==> src/design/mtls_pkg.sv <==
package mtls_pkg;

	// Table geometry
	localparam int MAX_ROWS = 16;
	localparam int MAX_COLS = 16;
	localparam int DEPTH    = MAX_ROWS * MAX_COLS;
	localparam int ADDR_W   = (DEPTH > 1) ? $clog2(DEPTH) : 1;
	localparam int MAX_LINE = (MAX_ROWS > MAX_COLS) ? MAX_ROWS : MAX_COLS;
	localparam int LEN_W    = $clog2(MAX_LINE + 1);

	// Field widths
	localparam int DATA_W    = 32;
	localparam int IDX_W     = 6;
	localparam int REQ_W     = 3;
	localparam int DIM_W     = 5;
	localparam int CFG_IDX_W = 2;
	localparam int S_TDATA_W = 48;
	localparam int S_TUSER_W = 3;
	localparam int M_TDATA_W = 32;

	// Request kinds
	typedef enum logic [REQ_W-1:0] {
		REQ_GET     = 3'd0,
		REQ_SET     = 3'd1,
		REQ_ADD     = 3'd2,
		REQ_ROW_SUM = 3'd3,
		REQ_COL_SUM = 3'd4,
		REQ_FILL    = 3'd5
	} req_t;

	// Configuration register indexes
	localparam logic [CFG_IDX_W-1:0] CFG_ROWS = 2'd0;
	localparam logic [CFG_IDX_W-1:0] CFG_COLS = 2'd1;
	localparam logic [CFG_IDX_W-1:0] CFG_FILL = 2'd2;

	// Sequencer states
	typedef enum logic [3:0] {
		ST_IDLE,
		ST_GET,
		ST_GETD,
		ST_SET,
		ST_ADD,
		ST_ADDW,
		ST_SUM,
		ST_SUMT,
		ST_FILL,
		ST_DONE
	} state_t;

	// One request item
	typedef struct packed {
		req_t              kind;
		logic [IDX_W-1:0]  row;
		logic [IDX_W-1:0]  col;
		logic [DATA_W-1:0] data;
	} item_t;

	// Effective dimensions and fill value
	typedef struct packed {
		logic [LEN_W-1:0]  rows;
		logic [LEN_W-1:0]  cols;
		logic [DATA_W-1:0] fill;
	} cfg_t;

	// One result item
	typedef struct packed {
		logic [DATA_W-1:0] value;
		logic              ok;
	} res_t;

	// Cell store port group
	typedef struct packed {
		logic              re;
		logic              we;
		logic [ADDR_W-1:0] addr;
		logic [DATA_W-1:0] wdata;
	} ram_req_t;

endpackage

==> src/design/mtls_seq.sv <==
module mtls_seq (
	input  logic                   clk,
	input  logic                   arst_n,
	input  logic                   in_valid,
	output logic                   in_ready,
	input  mtls_pkg::item_t        item,
	input  mtls_pkg::cfg_t         cfg,
	output logic                   res_valid,
	input  logic                   res_ready,
	output mtls_pkg::res_t         res,
	output mtls_pkg::ram_req_t     ram_req,
	input  logic [mtls_pkg::DATA_W-1:0] ram_rdata
);
	import mtls_pkg::*;

	state_t            state_q, state_d;
	logic [DATA_W-1:0] data_q;
	logic [DATA_W-1:0] acc_q;
	logic              ok_q;
	logic [ADDR_W-1:0] addr_q;
	logic [ADDR_W-1:0] base_q;
	logic [ADDR_W-1:0] stride_q;
	logic [LEN_W-1:0]  cnt_q;
	logic [LEN_W-1:0]  rcnt_q;
	logic [LEN_W-1:0]  len_q;

	logic              row_ok, col_ok, item_ok;
	logic [ADDR_W-1:0] start_addr;
	logic              accept;
	logic              line_last, row_last;
	logic [DATA_W-1:0] add_a, add_y;

	// Index checks against the dimensions in use
	assign row_ok = int'(item.row) < int'(cfg.rows);
	assign col_ok = int'(item.col) < int'(cfg.cols);
	assign accept = in_valid && in_ready;

	always_comb begin
		item_ok    = 1'b0;
		start_addr = '0;
		case (item.kind)
			REQ_GET, REQ_SET, REQ_ADD: begin
				item_ok    = row_ok && col_ok;
				start_addr = ADDR_W'(int'(item.row) * MAX_COLS + int'(item.col));
			end
			REQ_ROW_SUM: begin
				item_ok    = row_ok;
				start_addr = ADDR_W'(int'(item.row) * MAX_COLS);
			end
			REQ_COL_SUM: begin
				item_ok    = col_ok;
				start_addr = ADDR_W'(int'(item.col));
			end
			REQ_FILL: begin
				item_ok = 1'b1;
			end
			default: begin
				item_ok = 1'b0;
			end
		endcase
	end

	assign line_last = (cnt_q == LEN_W'(len_q - LEN_W'(1)));
	assign row_last  = (rcnt_q == LEN_W'(cfg.rows - LEN_W'(1)));

	// Shared adder: accumulate a line, or add to a cell
	assign add_a = (state_q == ST_ADDW) ? data_q : acc_q;
	assign add_y = add_a + ram_rdata;

	// State register
	always_ff @(posedge clk or negedge arst_n) begin
		if (!arst_n) begin
			state_q <= ST_IDLE;
		end else begin
			state_q <= state_d;
		end
	end

	// Next state and memory controls
	always_comb begin
		state_d       = state_q;
		in_ready      = 1'b0;
		res_valid     = 1'b0;
		ram_req.re    = 1'b0;
		ram_req.we    = 1'b0;
		ram_req.addr  = addr_q;
		ram_req.wdata = data_q;
		case (state_q)
			ST_IDLE: begin
				in_ready = 1'b1;
				if (in_valid) begin
					state_d = ST_DONE;
					case (item.kind)
						REQ_GET:     if (item_ok) state_d = ST_GET;
						REQ_SET:     if (item_ok) state_d = ST_SET;
						REQ_ADD:     if (item_ok) state_d = ST_ADD;
						REQ_ROW_SUM: if (item_ok && cfg.cols != '0) state_d = ST_SUM;
						REQ_COL_SUM: if (item_ok && cfg.rows != '0) state_d = ST_SUM;
						REQ_FILL: begin
							if (cfg.rows != '0 && cfg.cols != '0) state_d = ST_FILL;
						end
						default: state_d = ST_DONE;
					endcase
				end
			end
			ST_GET: begin
				ram_req.re = 1'b1;
				state_d    = ST_GETD;
			end
			ST_GETD: begin
				state_d = ST_DONE;
			end
			ST_SET: begin
				ram_req.we = 1'b1;
				state_d    = ST_DONE;
			end
			ST_ADD: begin
				ram_req.re = 1'b1;
				state_d    = ST_ADDW;
			end
			ST_ADDW: begin
				ram_req.we    = 1'b1;
				ram_req.wdata = add_y;
				state_d       = ST_DONE;
			end
			ST_SUM: begin
				ram_req.re = 1'b1;
				if (line_last) state_d = ST_SUMT;
			end
			ST_SUMT: begin
				state_d = ST_DONE;
			end
			ST_FILL: begin
				ram_req.we    = 1'b1;
				ram_req.wdata = cfg.fill;
				if (line_last && row_last) state_d = ST_DONE;
			end
			ST_DONE: begin
				res_valid = 1'b1;
				if (res_ready) state_d = ST_IDLE;
			end
			default: begin
				state_d = ST_IDLE;
			end
		endcase
	end

	// Datapath registers
	always_ff @(posedge clk) begin
		if (accept) begin
			data_q   <= item.data;
			acc_q    <= '0;
			ok_q     <= item_ok;
			addr_q   <= start_addr;
			base_q   <= '0;
			cnt_q    <= '0;
			rcnt_q   <= '0;
			len_q    <= (item.kind == REQ_COL_SUM) ? cfg.rows : cfg.cols;
			stride_q <= (item.kind == REQ_COL_SUM) ? ADDR_W'(MAX_COLS) : ADDR_W'(1);
		end else begin
			case (state_q)
				ST_GETD: begin
					acc_q <= ram_rdata;
				end
				ST_SUM: begin
					// the read data is registered, so it belongs to the previous read
					if (cnt_q != '0) acc_q <= add_y;
					addr_q <= addr_q + stride_q;
					cnt_q  <= cnt_q + LEN_W'(1);
				end
				ST_SUMT: begin
					acc_q <= add_y;
				end
				ST_FILL: begin
					if (line_last) begin
						cnt_q  <= '0;
						rcnt_q <= rcnt_q + LEN_W'(1);
						base_q <= base_q + ADDR_W'(MAX_COLS);
						addr_q <= base_q + ADDR_W'(MAX_COLS);
					end else begin
						cnt_q  <= cnt_q + LEN_W'(1);
						addr_q <= addr_q + ADDR_W'(1);
					end
				end
				default: begin
					acc_q <= acc_q;
				end
			endcase
		end
	end

	assign res.value = acc_q;
	assign res.ok    = ok_q;

endmodule

==> config.mk <==
export PLATFORM = sky130hd
export DESIGN_NAME = mtls_seq
export DESIGN_NICKNAME = d
export VERILOG_FILES = /design/src/design/mtls_pkg.sv /design/src/design/mtls_seq.sv
export SDC_FILE = /design/constraint.sdc
export NUM_CORES = 1
export LEC_CHECK = 0
export BUFFER_PORTS_ARGS = -buffer_cell sky130_fd_sc_hd__buf_2
export CAP_MARGIN = 20
export CORE_UTILIZATION = 40
export CTS_CLUSTER_SIZE = 28
export DETAILED_ROUTE_END_ITERATION = 6
export GPL_TIMING_DRIVEN = 0
export SYNTH_ARGS = -nofsm -noshare
export SYNTH_HDL_FRONTEND = slang
export SYNTH_SLANG_ARGS = --single-unit
==> constraint.sdc <==
create_clock -name clk -period 9 [get_ports clk]
set_input_delay 0.9 -clock clk [delete_from_list [all_inputs] [get_ports clk]]
set_output_delay 0.9 -clock clk [all_outputs]
set_load 0.02 [all_outputs]
==> load_flow_metrics.sql, run 1 <==
INSERT INTO impl_metrics (metric_group, metric, value, unit) VALUES
('detailed_routing', 'vias_per_cell', '5.72', ''),
('placement', 'setup_ws_pre_cts', '3180', 'ps'),
('yosys', 'synth_seq_cells', '98', ''),
('global_routing', 'antenna_found_initial', '1', ''),
('cts', 'post_cts_buffers', '0', ''),
('cts', 'post_cts_hold_buffer_count', '0', ''),
('final_layout', 'area_growth_from_synthesis_to_layout', '21.5', '%'),
('yosys', 'synthTopCellsByArea', 'sky130_fd_sc_hd__edfxtp_1 19%, sky130_fd_sc_hd__dfxtp_1 12%, sky130_fd_sc_hd__nand2_1 9.0%, sky130_fd_sc_hd__ha_1 8.2%, sky130_fd_sc_hd__o21ai_0 6.4%', ''),
('global_routing', 'grt_max_degree', '34', ''),
('timing', 'maxSlewHeadroom', '37.6', '%'),
('run_status', 'status', 'complete, no violations', ''),
('timing', 'max_freq', '0.157', 'GHz'),
('critical_path', 'critPathArrivalTime', '5480', 'ps'),
('yosys', 'synthesis.nets', '1171', ''),
('yosys', 'yosysSeqAreaShare', '31.8', '%'),
('floorplanning', 'std_cell_rows', '50', ''),
('pwr', 'pwr_density_cell', '317', 'nW/µm²'),
('global_routing', 'grt.total_usage', '29.1', '%'),
('detailed_routing', 'drt-initial-drc-count', '657', ''),
('global_routing', 'first_global_vias', '7622', ''),
('timing', 'final-setup-viol-count', '0', ''),
('pwr', 'static-leakage-power', '4.17', 'nW'),
('yosys', 'synthCells', '993', ''),
('timing', 'worst_slack', '2620', 'ps'),
('floorplanning', 'dieWidth', '141', 'µm'),
('pwr', 'vdd.ir_drop.worst', '0.152', 'mV'),
('run', 'cap_viol_max_count', '0', ''),
('global_routing', 'globalRoute.totalOverflow', '0', ''),
('yosys', 'synth.distinct_cells', '72', ''),
('floorplanning', 'core_region_area', '18800', 'µm²'),
('yosys', 'synthDominantAreaCellType', 'sky130_fd_sc_hd__edfxtp_1', ''),
('yosys', 'synth.cell_area', '7740', 'µm²'),
('timing', 'min_period_over_period', '70.8', '%'),
('timing', 'final.setup.tns', '0', 'ps'),
('detailed_routing', 'routed_wirelength', '29100', 'µm'),
('critical_path', 'critical_path_required', '8100', 'ps'),
('detailed_routing', 'drt_pass1_iterations', '5', ''),
('final_layout', 'drive_gt1_share', '19.4', '%'),
('cts', 'cts_made_buffers', '9', ''),
('cts', 'clock_insertion_delay_worst_skew', '370', 'ps'),
('timing', 'final_clock_skew', '12.0', 'ps'),
('timing', 'hold_viol_final', '0', ''),
('timing', 'rsz0062_at_grt', 'false', ''),
('yosys', 'synthesis.area_per_instance', '7.80', 'µm²'),
('floorplanning', 'ioPinCount', '202', ''),
('placement', 'gp_routability_congestion', '0.977', ''),
('cts', 'cts_max_path_buffers', '2', ''),
('yosys', 'yosys_most_used_dff', 'sky130_fd_sc_hd__edfxtp_1', ''),
('yosys', 'synth.top_cell.area_share', '18.6', '%'),
('cts', 'cts.clk_slew.worst_paths', '70', 'ps'),
('floorplanning', 'start_util', '41.1', '%'),
('detailed_routing', 'drc_errors', '0', ''),
('final_layout', 'layout_commonest_cell', 'sky130_fd_sc_hd__buf_2', ''),
('detailed_routing', 'detail-route-antenna-nets', '0', ''),
('detailed_routing', 'wl_per_cell', '19.8', 'µm'),
('hold_path', 'hp-class', 'in2async', ''),
('yosys', 'ys.warnings.count', '0', ''),
('global_routing', 'wire_length_of_the_first_global_routing_pass', '43600', 'µm'),
('critical_path', 'critical_path_peak_fanout', '10', ''),
('timing', 'report.final.slew_viol_count', '0', ''),
('critical_path', 'timing.setup.critical_path_class', 'reg2out', ''),
('placement', 'hpwlAfterDp', '22100', 'µm'),
('cts', 'cts_sinks', '98', ''),
('cts', 'post_cts.resized_instances', '0', ''),
('timing', 'period_needed', '6380', 'ps'),
('floorplanning', 'die_h', '141', 'µm'),
('floorplanning', 'design.die.area', '19900', 'µm²'),
('placement', 'io_buffer_count', '201', ''),
('cts', 'cts.htree.levels', '3', ''),
('final_layout', 'layout.cells.most_common_list', '204 x sky130_fd_sc_hd__buf_2, 185 x sky130_fd_sc_hd__nand2_1, 99 x sky130_fd_sc_hd__o21ai_0', ''),
('final_layout', 'layout.nets', '1384', ''),
('cts', 'clk_root_buffer_cell', 'sky130_fd_sc_hd__clkbuf_16', ''),
('timing', 'worst-slew-pin-transition', '936', 'ps'),
('critical_path', 'startpoint_type', 'flip-flop', ''),
('critical_path', 'worst_setup_path_end_kind', 'output port', ''),
('cts', 'cts_tree', 'built', ''),
('yosys', 'number_of_synthesized_flops_with_an_enable_pin', '48', ''),
('detailed_routing', 'vias', '8420', ''),
('yosys', 'ys_async_sr_fraction', '4.08', '%');
[worst max-delay path: stages (launching register included)]
cell and delay [ps]:
sky130_fd_sc_hd__dfrtp_1 330, sky130_fd_sc_hd__clkbuf_1 310, sky130_fd_sc_hd__nand3b_1 210, sky130_fd_sc_hd__or2_2 190
sky130_fd_sc_hd__clkbuf_1 650, sky130_fd_sc_hd__clkbuf_1 620, sky130_fd_sc_hd__nand2_1 130, sky130_fd_sc_hd__nand2_1 100
sky130_fd_sc_hd__ha_1 280, sky130_fd_sc_hd__and3_1 210, sky130_fd_sc_hd__a221o_1 400, sky130_fd_sc_hd__a211o_1 400
sky130_fd_sc_hd__a2111o_1 460, sky130_fd_sc_hd__nand2_2 160, sky130_fd_sc_hd__o41ai_2 110, sky130_fd_sc_hd__xnor2_2 180
sky130_fd_sc_hd__o21ai_0 180, sky130_fd_sc_hd__buf_2 200
[logic make-up after synthesis]
group,Yosys count,share of synthesized area [%]
buffers and inverters,84,4.15
adder cells (fa/ha/maj),53,8.76
XOR/XNOR,59,6.87
flip-flops,98,31.8
AND/OR/NAND/NOR,364,20.9
multiplexers,5,0.679
AO/OA/AOI/OAI,330,26.8
[power by group]
group	total, W	leakage, nW	internal, W	switching, W
registers	0.000740	0.870	0.000626	0.000115
logic	0.00181	3.15	0.000618	0.00119
clock network	0.000431	0.154	0.000244	0.000187
[worst paths after layout]
check / end / slack (ps) / cells after the start / startpoint
worst max-delay path: ram_req[30] / 2620 / 17 / state_q[3]
worst min-delay path: state_q[0] / 330 / 1 / arst_n
worst max register to register: acc_q[24] / 3920 / 16 / state_q[3]
worst min register to register: acc_q[2] / 500 / 2 / acc_q[2]
max in group asynchronous: state_q[1] / 8540 / 1 / arst_n
min in group clk: acc_q[2] / 500 / 2 / acc_q[2]
[synthesized netlist by cell type, types with 3 or more instances]
| library cell | instances |
|---|---|
| sky130_fd_sc_hd__and3_1 | 10 |
| sky130_fd_sc_hd__a22oi_1 | 31 |
| sky130_fd_sc_hd__buf_1 | 8 |
| sky130_fd_sc_hd__nand4_1 | 15 |
| sky130_fd_sc_hd__xnor2_1 | 32 |
| sky130_fd_sc_hd__a221oi_1 | 6 |
| sky130_fd_sc_hd__a211oi_1 | 9 |
| sky130_fd_sc_hd__o211ai_1 | 12 |
| sky130_fd_sc_hd__nor2b_1 | 14 |
| sky130_fd_sc_hd__o31ai_1 | 8 |
| sky130_fd_sc_hd__mux2i_1 | 3 |
| sky130_fd_sc_hd__inv_1 | 23 |
| sky130_fd_sc_hd__ha_1 | 51 |
| sky130_fd_sc_hd__o21bai_1 | 6 |
| sky130_fd_sc_hd__a221o_1 | 3 |
| sky130_fd_sc_hd__o21ai_1 | 3 |
| sky130_fd_sc_hd__dfrtp_1 | 4 |
| sky130_fd_sc_hd__nand3_1 | 20 |
| sky130_fd_sc_hd__nor2_1 | 65 |
| sky130_fd_sc_hd__nand2b_1 | 8 |
| sky130_fd_sc_hd__o21ai_0 | 99 |
| sky130_fd_sc_hd__a31oi_1 | 9 |
| sky130_fd_sc_hd__dfxtp_1 | 46 |
| sky130_fd_sc_hd__and2_1 | 6 |
| sky130_fd_sc_hd__nor3_1 | 20 |
| sky130_fd_sc_hd__or2_2 | 3 |
| sky130_fd_sc_hd__nor4_1 | 5 |
| sky130_fd_sc_hd__o21a_1 | 7 |
| sky130_fd_sc_hd__a21o_1 | 14 |
| sky130_fd_sc_hd__xor2_1 | 25 |
| sky130_fd_sc_hd__nand2_1 | 185 |
| sky130_fd_sc_hd__edfxtp_1 | 48 |
| sky130_fd_sc_hd__clkbuf_1 | 49 |
| sky130_fd_sc_hd__o22ai_1 | 11 |
| sky130_fd_sc_hd__a21oi_1 | 84 |
[per-stage QoR]
| step | util (%) | power (W) | instance area, µm² | hold WS [ps] | std cells |
|---|---|---|---|---|---|
| floorplan | - | 0.00194 | 7740 | 471 | 993 |
| global placement | 48.2 | 0.00252 | 9070 | 474 | 1454 |
| finish | 50.0 | 0.00298 | 9410 | 333 | 1472 |
| detailed placement | 48.3 | 0.00252 | 9090 | 482 | 1455 |
| CTS | 50.0 | 0.00296 | 9410 | 331 | 1471 |
| global route | 50.0 | 0.00318 | 9410 | 333 | 1472 |
[flip-flops by register name, indices dropped and copies added (netlist names)]
| signal | count |
|---|---|
| acc_q | 32 |
| ok_q | 1 |
| len_q | 5 |
| stride_q | 2 |
| cnt_q | 5 |
| state_q | 4 |
| rcnt_q | 5 |
| data_q | 32 |
| addr_q | 8 |
| base_q | 4 |
[per-layer routing]
layer | GRT usage, % | wire, µm
met1 | 40.7 | 13100
met4 | 9.73 | 775
met3 | 5.64 | 2480
met2 | 44.7 | 12800
met5 | 0 | 0
[area by class of cell]
class | instances | area (µm²)
Antenna cell | 1 | 2.50
Buffer | 60 | 233
Clock buffer | 11 | 233
Clock inverter | 5 | 78.8
Fill cell | 1893 | 9420
Inverter | 24 | 90.1
Multi-Input combinational cell | 811 | 4960
Sequential cell | 98 | 2460
Tap cell | 260 | 325
Timing Repair Buffer | 202 | 1030
Power figures use the tool's default switching activity.
==> run 2: changes to the inputs <==
Settings changed: PLACE_DENSITY set to 0.66.
Clock period 9 ns to 5.7 ns, I/O delays scaled along.
==> load_flow_metrics.sql, run 2 (same netlist as run 1, synthesis figures left out) <==
INSERT INTO impl_metrics (metric_group, metric, value, unit) VALUES
('detailed_routing', 'vias_per_cell', '5.74', ''),
('timing', 'rsz0062_at_grt', 'false', ''),
('global_routing', 'grt.total_usage', '29.5', '%'),
('cts', 'cts.htree.levels', '3', ''),
('final_layout', 'final_core_util', '50.2', '%'),
('placement', 'gp_routability_congestion', '0.957', ''),
('final_layout', 'layout_commonest_cell', 'sky130_fd_sc_hd__buf_2', ''),
('pwr', 'pwr_density_cell', '503', 'nW/µm²'),
('cts', 'cts.clk_slew.worst_paths', '70', 'ps'),
('global_routing', 'antenna_found_initial', '1', ''),
('detailed_routing', 'drt-initial-drc-count', '825', ''),
('floorplanning', 'std_cell_rows', '50', ''),
('cts', 'cts_made_buffers', '9', ''),
('final_layout', 'largest_registers', 'acc_q: 32 flops, data_q: 32 flops, addr_q: 8 flops', ''),
('detailed_routing', 'wl_per_cell', '19.9', 'µm'),
('cts', 'clock_insertion_delay_worst_skew', '360', 'ps'),
('final_layout', 'final_cell_area', '9460', 'µm²'),
('floorplanning', 'ioPinCount', '202', ''),
('critical_path', 'startpoint_type', 'flip-flop', ''),
('floorplanning', 'die_h', '141', 'µm'),
('final_layout', 'drive_gt1_share', '20.4', '%'),
('pwr', 'vdd.ir_drop.worst', '0.224', 'mV'),
('cts', 'cts_tree', 'built', ''),
('floorplanning', 'start_util', '41.1', '%'),
('pwr', 'static-leakage-power', '4.19', 'nW'),
('floorplanning', 'design.die.area', '19900', 'µm²'),
('placement', 'placed_area', '9090', 'µm²'),
('final_layout', 'multi_input_area', '4970', 'µm²'),
('critical_path', 'critical_path_required', '5130', 'ps'),
('critical_path', 'critPathArrivalTime', '4870', 'ps'),
('pwr', 'post-layout-total-power', '0.00476', 'W'),
('detailed_routing', 'drt_pass1_iterations', '5', ''),
('run', 'cap_viol_max_count', '0', ''),
('hold_path', 'hp-class', 'in2async', ''),
('timing', 'min_period_over_period', '95.4', '%'),
('timing', 'max_freq', '0.184', 'GHz'),
('detailed_routing', 'vias', '8454', ''),
('critical_path', 'critical_path_peak_fanout', '10', ''),
('global_routing', 'globalRoute.totalOverflow', '0', ''),
('global_routing', 'first_global_vias', '7892', ''),
('floorplanning', 'dieWidth', '141', 'µm'),
('detailed_routing', 'detail-route-antenna-nets', '0', ''),
('final_layout', 'layout.area.seq', '2460', 'µm²'),
('timing', 'final.setup.tns', '0', 'ps'),
('timing', 'worst-slew-pin-transition', '976', 'ps'),
('cts', 'cts_max_path_buffers', '2', ''),
('placement', 'hpwlAfterDp', '22200', 'µm'),
('cts', 'clk_root_buffer_cell', 'sky130_fd_sc_hd__clkbuf_16', ''),
('timing', 'final-setup-viol-count', '0', ''),
('timing', 'holdWs', '8.78', 'ps'),
('global_routing', 'wire_length_of_the_first_global_routing_pass', '44400', 'µm'),
('timing', 'maxSlewHeadroom', '34.9', '%'),
('critical_path', 'timing.setup.critical_path_class', 'reg2out', ''),
('critical_path', 'worst_setup_path_end_kind', 'output port', ''),
('timing', 'hold_viol_final', '0', ''),
('floorplanning', 'core_region_area', '18800', 'µm²'),
('cts', 'cts_sinks', '98', ''),
('run_status', 'status', 'complete, no violations', ''),
('timing', 'report.final.slew_viol_count', '0', ''),
('detailed_routing', 'drc_errors', '0', ''),
('timing', 'period_needed', '5440', 'ps'),
('final_layout', 'area_growth_from_synthesis_to_layout', '22.2', '%'),
('placement', 'io_buffer_count', '201', ''),
('final_layout', 'layout.cells.most_common_list', '205 x sky130_fd_sc_hd__buf_2, 185 x sky130_fd_sc_hd__nand2_1, 98 x sky130_fd_sc_hd__o21ai_0', ''),
('global_routing', 'grt_max_degree', '32', ''),
('timing', 'final_clock_skew', '12.0', 'ps'),
('detailed_routing', 'routed_wirelength', '29400', 'µm'),
('cts', 'post_cts_hold_buffer_count', '0', ''),
('final_layout', 'filler_cell_count', '1870', ''),
('final_layout', 'layout.nets', '1384', '');
-- run 2: changes by cell type in the layout (fill, tap and decap cells not counted), sizes merged --
cell,previous run,this run
clkbuf,60,59
clkinv,2,3
clkinvlp,0,1
diode,1,2
inv,25,24
-- run 2: area by class of cell --
type | instances | area share [%]
inverters | 24 | 0.952
clock inverters | 6 | 0.952
plain buffers | 59 | 2.59
clock buffers | 10 | 2.53
repair buffers | 203 | 10.9
flip-flops and latches | 98 | 26.0
diodes | 2 | 0.0529
multi-input cells | 811 | 52.5
well taps | 260 | 3.44
-- run 2: final timing paths --
kind | startpoint | end | slack, ps | cells past startpoint
worst min-delay path | arst_n | state_q[3] | 9 | 1
worst min register to register | acc_q[15] | acc_q[15] | 490 | 2
min in group clk | item[6] | data_q[6] | 380 | 1
max in group asynchronous | arst_n | state_q[1] | 5570 | 1
worst max-delay path | state_q[3] | ram_req[30] | 260 | 16
worst max register to register | state_q[3] | acc_q[30] | 1270 | 15
-- run 2: layer usage --
layer / routed length, µm / global-route usage (%)
met5: 0 / 0
met4: 897 / 13.5
met3: 2610 / 4.82
met1: 13200 / 41.3
met2: 12700 / 44.2
-- run 2: worst max-delay path, cell delays in order, from the launching register on --
cell	delay [ps]
sky130_fd_sc_hd__dfrtp_1	490
sky130_fd_sc_hd__nand3b_1	240
sky130_fd_sc_hd__or2_2	350
sky130_fd_sc_hd__clkbuf_4	260
sky130_fd_sc_hd__clkbuf_4	260
sky130_fd_sc_hd__nand2_1	100
sky130_fd_sc_hd__nand2_1	90
sky130_fd_sc_hd__fa_1	450
sky130_fd_sc_hd__a21o_1	190
sky130_fd_sc_hd__a221o_1	380
sky130_fd_sc_hd__a211o_1	390
sky130_fd_sc_hd__a2111o_1	460
sky130_fd_sc_hd__nand2_2	180
sky130_fd_sc_hd__o41ai_2	130
sky130_fd_sc_hd__xnor2_2	180
sky130_fd_sc_hd__o21ai_0	170
sky130_fd_sc_hd__buf_2	200
-- run 2: power breakdown --
group | switching (W) | total [W] | leakage, nW | internal (W)
Combinational | 0.00191 | 0.00289 | 3.17 | 0.000979
Clock | 0.000293 | 0.000691 | 0.159 | 0.000398
Sequential | 0.000185 | 0.00117 | 0.870 | 0.000988
Total | 0.00239 | 0.00476 | 4.19 | 0.00236
-- run 2: repair_timing --
action	4_1_cts	5_1_grt
setup buffers	0	1
endpoints found under the setup margin	10	12
gates resized for setup	3	17
gates cloned	0	0
-- run 2: metrics by stage --
| stage | setup slack, ps | cells |
|---|---|---|
| CTS | 69.5 | 1471 |
| global placement | 161 | 1454 |
| floorplan | 1040 | 993 |
| finish | 263 | 1473 |
| detailed placement | 189 | 1455 |
| global route | 88.8 | 1472 |
